<file path="config.mk">
export PLATFORM = sky130hd
export DESIGN_NAME = mqs_front
export DESIGN_NICKNAME = d
export VERILOG_FILES = /design/src/mqs_pkg.sv /design/src/mqs_front.sv
export SDC_FILE = /design/constraint.sdc
export NUM_CORES = 1
export LEC_CHECK = 0
export BUFFER_PORTS_ARGS = -buffer_cell sky130_fd_sc_hd__buf_2
export CAP_MARGIN = 15
export CELL_PAD_IN_SITES_DETAIL_PLACEMENT = 1
export CELL_PAD_IN_SITES_GLOBAL_PLACEMENT = 1
export CORE_ASPECT_RATIO = 1.5
export CORE_MARGIN = 1
export CORE_UTILIZATION = 46
export DETAILED_ROUTE_END_ITERATION = 12
export GPL_TIMING_DRIVEN = 1
export HOLD_SLACK_MARGIN = 0.03
export PLACE_DENSITY = 0.9
export SYNTH_ARGS = -nofsm -noshare
export SYNTH_HDL_FRONTEND = slang
export SYNTH_SLANG_ARGS = --single-unit
</file>
<file path="constraint.sdc">
create_clock -name aclk -period 6.55 [get_ports aclk]
set_input_delay 0.3275 -clock aclk [delete_from_list [all_inputs] [get_ports aclk]]
set_output_delay 0.3275 -clock aclk [all_outputs]
set_load 0.02 [all_outputs]
</file>
<file path="src/mqs_pkg.sv">
// Shared types, codes and defaults of the multilevel queue scheduler.
`default_nettype none
package mqs_pkg;

    localparam int NUM_LEVELS_DEF  = 16;
    localparam int FIFO_DEPTH_DEF  = 8;
    localparam int TRACKED_IDS_DEF = 1024;

    // Width of a saturated level number carried between front and back.
    localparam int LVL_W = 8;

    localparam logic [1:0] MODE_ADD = 2'd0;
    localparam logic [1:0] MODE_PUT = 2'd1;
    localparam logic [1:0] MODE_GET = 2'd2;

    localparam logic [1:0] STATUS_OK    = 2'd0;
    localparam logic [1:0] STATUS_FULL  = 2'd1;
    localparam logic [1:0] STATUS_EMPTY = 2'd2;

    typedef struct packed {
        logic [1:0]  mode;
        logic [11:0] proc_id;
        logic [3:0]  priority_req;
        logic [31:0] now;
    } in_beat_t;

    typedef struct packed {
        logic [1:0]  status;
        logic [11:0] chosen_id;
        logic [3:0]  chosen_priority;
        logic        all_empty;
    } out_beat_t;

    typedef struct packed {
        logic [1:0]       mode;
        logic [11:0]      proc_id;
        logic [LVL_W-1:0] lvl;
        logic [31:0]      now;
    } cmd_t;

endpackage
`default_nettype wire

</file>
<file path="src/mqs_front.sv">
// Front end: accepts beats, saturates the level and queues commands.
`default_nettype none
module mqs_front #(
    parameter int NUM_LEVELS = mqs_pkg::NUM_LEVELS_DEF
) (
    input  wire               aclk,
    input  wire               aresetn,
    input  wire               hold,
    input  wire               s_valid,
    output logic              s_ready,
    input  mqs_pkg::in_beat_t s_data,
    output logic              cmd_valid,
    input  wire               cmd_ready,
    output mqs_pkg::cmd_t     cmd
);
    import mqs_pkg::*;

    cmd_t       q_reg [2];
    logic [1:0] cnt_reg;
    logic       rd_ptr_reg;
    logic       wr_ptr_reg;
    cmd_t       cls;
    logic       push;
    logic       pop;

    // Levels past the last one fold onto the last one.
    always_comb begin
        cls.mode    = s_data.mode;
        cls.proc_id = s_data.proc_id;
        cls.now     = s_data.now;
        if ({4'd0, s_data.priority_req} >= LVL_W'(NUM_LEVELS)) begin
            cls.lvl = LVL_W'(NUM_LEVELS - 1);
        end else begin
            cls.lvl = {4'd0, s_data.priority_req};
        end
    end

    assign s_ready   = !hold && (cnt_reg != 2'd2);
    assign push      = s_valid && s_ready;
    assign cmd_valid = (cnt_reg != 2'd0);
    assign pop       = cmd_valid && cmd_ready;
    assign cmd       = q_reg[rd_ptr_reg];

    always_ff @(posedge aclk) begin
        if (push) begin
            q_reg[wr_ptr_reg] <= cls;
        end
        if (!aresetn) begin
            cnt_reg    <= 2'd0;
            rd_ptr_reg <= 1'b0;
            wr_ptr_reg <= 1'b0;
        end else begin
            if (push) begin
                wr_ptr_reg <= !wr_ptr_reg;
            end
            if (pop) begin
                rd_ptr_reg <= !rd_ptr_reg;
            end
            if (push && !pop) begin
                cnt_reg <= cnt_reg + 2'd1;
            end else if (pop && !push) begin
                cnt_reg <= cnt_reg - 2'd1;
            end
        end
    end
endmodule
`default_nettype wire

</file>
Word level (Yosys, flattened, before mapping)
Memory sizes are Yosys's and may differ from the RTL's. A register that Yosys moved wholly into a read port is not among the register bits.
Cells that the tools add are included.
{ "word_totals": {"reg_bits": 4, "ram_bits": 100, "input_bits": 55, "memories": 1} }
{ "op_classes": {"addsub": 2, "n_eq_ne": 1, "muxes": 6, "reduce_logical": 12} }
{ "mem_list": {"columns": ["memory", "depth", "word_bits", "read_ports", "rd_clocked_by_memory_dff", "wr", "line_no", "source"], "rows": [
  ["q_reg", 2, 50, 1, 1, 1, "mqs_front.sv:18", "cmd_t q_reg [2];"]
]} }
{ "op_table": {"columns": ["op", "count"], "rows": [
  ["$logic_and 1x1->1", 5],
  ["$logic_not 1->1", 5],
  ["$mux 1", 4],
  ["$mux 2", 2],
  ["$reduce_bool 2->1", 2],
  ["$add 2x1->2 const B", 1],
  ["$ne 2x2->1 const B", 1],
  ["$sub 2x1->2 const B", 1]
]} }

Logic depth before layout (Yosys ltp)
{ "depth": {"word_depth": 7, "mapped_depth": 6, "mapped_depth_nobuf": 6} }

Worst setup path after synthesis
Ideal clock, no wire load.
{ "synth_timing": {"kind": "register to register", "startpoint": "register cnt_reg[0]", "endpoint": "memory q_reg[0][0] in the netlist's numbering, enable pin", "setup_time_ns": 0.464, "t_arrival_ns": 3.001, "required_ns": 6.086, "setup_slack_ns": 3.085, "stages_incl_launch_ff": 4, "n_path_buf": 0, "synth_period_minus_slack_ns": 3.465, "cell_sequence": "dfxtp_1 > nor2b_1 > nor3b_2 > nor2b_1"} }
{ "synth_between": {"elab_chain_cells": 5} }
{ "synth_lines": {"columns": ["item", "line_no", "source"], "rows": [
  ["from (decl)", "mqs_front.sv:19", "logic [1:0] cnt_reg;"],
  ["from (signal assigned)", "mqs_front.sv:60", "cnt_reg <= cnt_reg + 2'd1;"],
  ["from (signal assigned)", "mqs_front.sv:62", "cnt_reg <= cnt_reg - 2'd1;"],
  ["$ne 2x2->1", "mqs_front.sv:38", "assign s_ready = !hold && (cnt_reg != 2'd2);"],
  ["$logic_and 1x1->1", "mqs_front.sv:38", null],
  ["$logic_and 1x1->1", "mqs_front.sv:39", "assign push = s_valid && s_ready;"],
  ["net push", "mqs_front.sv:23", "logic push;"],
  ["$mux 1", "mqs_front.sv:45", "if (push) begin"],
  ["$mux 1 (not written as such)", "mqs_front.sv:46", "q_reg[wr_ptr_reg] <= cls;"],
  ["to (decl)", "mqs_front.sv:18", null]
]} }
The timed path passes the listed nets, and every way through them passes these cells.

==> summary.md <==
| Metric | Value |
|---|---|
| Simple-gate area share of the yosys netlist | 1.97% |
| Clock root cell | clkbuf_16 |
| Vias per cell | 4.90 |
| Post-synthesis xor/xnor area fraction | 0.679% |
| RSZ-0062 raised after global routing | false |
| Global routing usage on met1 | 15.6% |
| Syn Inst Count | 186 |
| CP max FO | 28 |
| Top cell type's share of synthesized area | 77.6% |
| Vias in the first global route | 2128 |
| Row count | 40 |
| Clock Pin Slew Worst Setup and Hold Paths | 0.07 ns |
| Drt first-iter violations | 74 |
| Setup TNS | 0 ns |
| Clk buf depth | 2 |
| H-tree depth | 3 |
| CP Launch Type | flop |
| Initial antenna violation count | 1 |
| # hold bufs at CTS | 0 |
| Dpl cell area | 4500 µm² |
| Largest delay share family, worst path | flip-flops |
| Adder-cell share of the synthesized area | 0.323% |
| GRT Util Overall | 16.5% |
| Post-DP HPWL | 4.58 mm |
| Cell Chain, Critical Path | buf_12 -> mux2_2 -> buf_2 |
| Worst hold path type | primary input to flop |
| Syn Area/Cell | 20.8 µm² |
| Grt total ovfl | 0 |
| Clk_lat worst skew | 0.33 ns |
| Num ports | 111 |
| Die area | 8790 µm² |
| Final min period | 2.17 ns |
| Most frequent cell after synthesis | edfxtp_1 |
| Die Span X | 76.9 µm |
| Yosys warns | 0 |
| DRT Wirelength | 6.91 mm |
| Starting Density | 47.7% |
| FILL cells | 800 |
| Max VDD drop | 0.277 mV |
| Largest family of logic cells by synthesized area | multiplexers |
| Max Cap Viol | 0 |
| Worst Setup End Kind | output pin |
| Synth Area in Compound Gates | 0.452% |
| Final instance area | 4840 µm² |
| Outcome | finished clean |
| Multiplexer share of the synthesized area | 14.8% |
| CTS Buf Count | 9 |
| Final period util | 33.1% |
| Die H | 114 µm |
| Mapped Area | 3870 µm² |
| Post-CTS Setup Bufs | 0 |
| Max reg flops | 100 |
| Fmax | 0.462 GHz |
| Slowest stage delay, CP | 0.70 ns |
| First-pass GRT wire length | 10.3 mm |
| Avg WL per Cell | 16.9 µm |
| Worst slew margin | 56.0% |
| Largest net degree at the start of global routing | 51 |
| Antenna diodes | 0 |
| Ys flop type | edfxtp_1 |
| Max-slew violations | 0 |
| Worst EP required | 6.22 ns |
| Slew @ Worst Pin | 0.660 ns |
| Final setup viols | 0 |
| Area leader, netlist | edfxtp_1 |
| Unique cell type count in the Yosys netlist | 23 |
| GR peak layer | met2 |
| Drt first pass iters | 4 |
| Met3 usage | 3.67% |
| Number of synthesized flops with an enable pin | 100 |
| LEAKAGE | 1.81 nW |
| Share of cells above drive strength 1 | 57.2% |
| Fraction of registers with async set/reset | 0% |
| Top cells by area, synth | edfxtp_1 (78%), mux2_2 (13%), dfxtp_1 (2.6%), mux2_1 (1.2%), buf_4 (0.78%) |
| PortBufs | 106 |
| Area grow syn2layout | 25.1% |
| M2 GR Usage | 30.2% |
| Fin. Hold Viols | 0 |
| Clock sink count | 105 |
| Post-route setup slack | 4.38 ns |
| Sequential fraction of the synthesis area | 80.2% |
| Arrival time worst endpoint | 1.84 ns |
| Final #Nets | 355 |
| Drc violations | 0 |
| Final GP Congestion | 0.678 |
| Post-Place Worst Slack | 4.28 ns |
| Vias | 2005 |
| CTS tree | done |
| Seq cells post-synth | 105 |
| Final Skew | 0.00494 ns |
| Post-CTS sizing | 0 |
| CP max stage cell | dfxtp_2 |
| CP Buf/Inv Count | 2 |
| Area of the core | 8110 µm² |
| Commonest cells post-synth | edfxtp_1 (100), mux2_2 (46), buf_2 (5), dfxtp_1 (5) |
| Critical path class | flop to output pin |
| Pwr dens | 379 nW/µm² |
| Final ANT Viol Nets | 0 |
| Fin util | 59.7% |
kinds of logic (layout without fill, tap and decap cells):
family                     count (synthesis)  after routing
xor gates and xnor gates                   3              3
AOI/OAI and AO/OA                          3              3
adders and majority gates                  1              1
muxes                                     51             51
DFF                                      105            105
and+or+nand+nor                           12             12
buffers and inverters                     10            125
other                                      1              4
per-stage QoR:
stage | hold slack [ns] | std cells | power, W
2_1_floorplan | 0.426 | 189 | 0.00118
3_3_place_gp | 0.489 | 391 | 0.00131
3_5_place_dp | 0.509 | 391 | 0.00132
4_1_cts | 0.157 | 407 | 0.00185
5_1_grt | 0.161 | 409 | 0.00191
6_report | 0.172 | 409 | 0.00183
per-layer routing:
layer | wire, µm | vias to the layer above
li1 | - | 938
met1 | 2380 | 973
met2 | 3930 | 70
met3 | 315 | 22
met4 | 284 | 2
met5 | 10 | -
area by class of cell:
class                      instances  area [µm²]  share of cell area, %
timing repair buffer             109         578                   11.9
clock buffer                      13         260                   5.37
multi-input combinational         74         729                   15.1
sequential                       105        3100                   64.1
tap                              105         131                   2.71
clock inverter                     3        40.0                  0.827
power by group:
part | switching, W | internal, W | total (W)
registers | 0.0000415 | 0.000803 | 0.000844
clock network | 0.000208 | 0.000316 | 0.000524
logic | 0.000260 | 0.000206 | 0.000466
total | 0.000509 | 0.00132 | 0.00183
layout by cell type, fill, tap and decap left out, drive strengths merged:
cell    synthesis  final
clkbuf          1     13
o21ai           2      2
edfxtp        100    100
nor3b           1      1
buf             9    109
mux2           50     50
or3             1      1
nand2b          1      1
nor2b           2      2
ha              1      1
dfxtp           5      5
mux2i           1      1
xor2            1      1
nand2           1      1
bufinv          0      1
conb            1      4
and2            4      4
nor2            1      1
or2             1      1
xnor2           2      2
a21boi          1      1
clkinv          0      2
final timing paths:
kind                   start            to  slack [ns]  cells after the start
setup / recovery        flop       cmd[19]        4.38                      3
hold reg to reg   wr_ptr_reg    wr_ptr_reg        0.51                      2
hold / removal     s_data[4]   q_reg[0][4]        0.17                      1
setup reg to reg  cnt_reg[0]  q_reg[0][32]        4.61                      4
No activity file was read; power rests on OpenSTA's default activity.
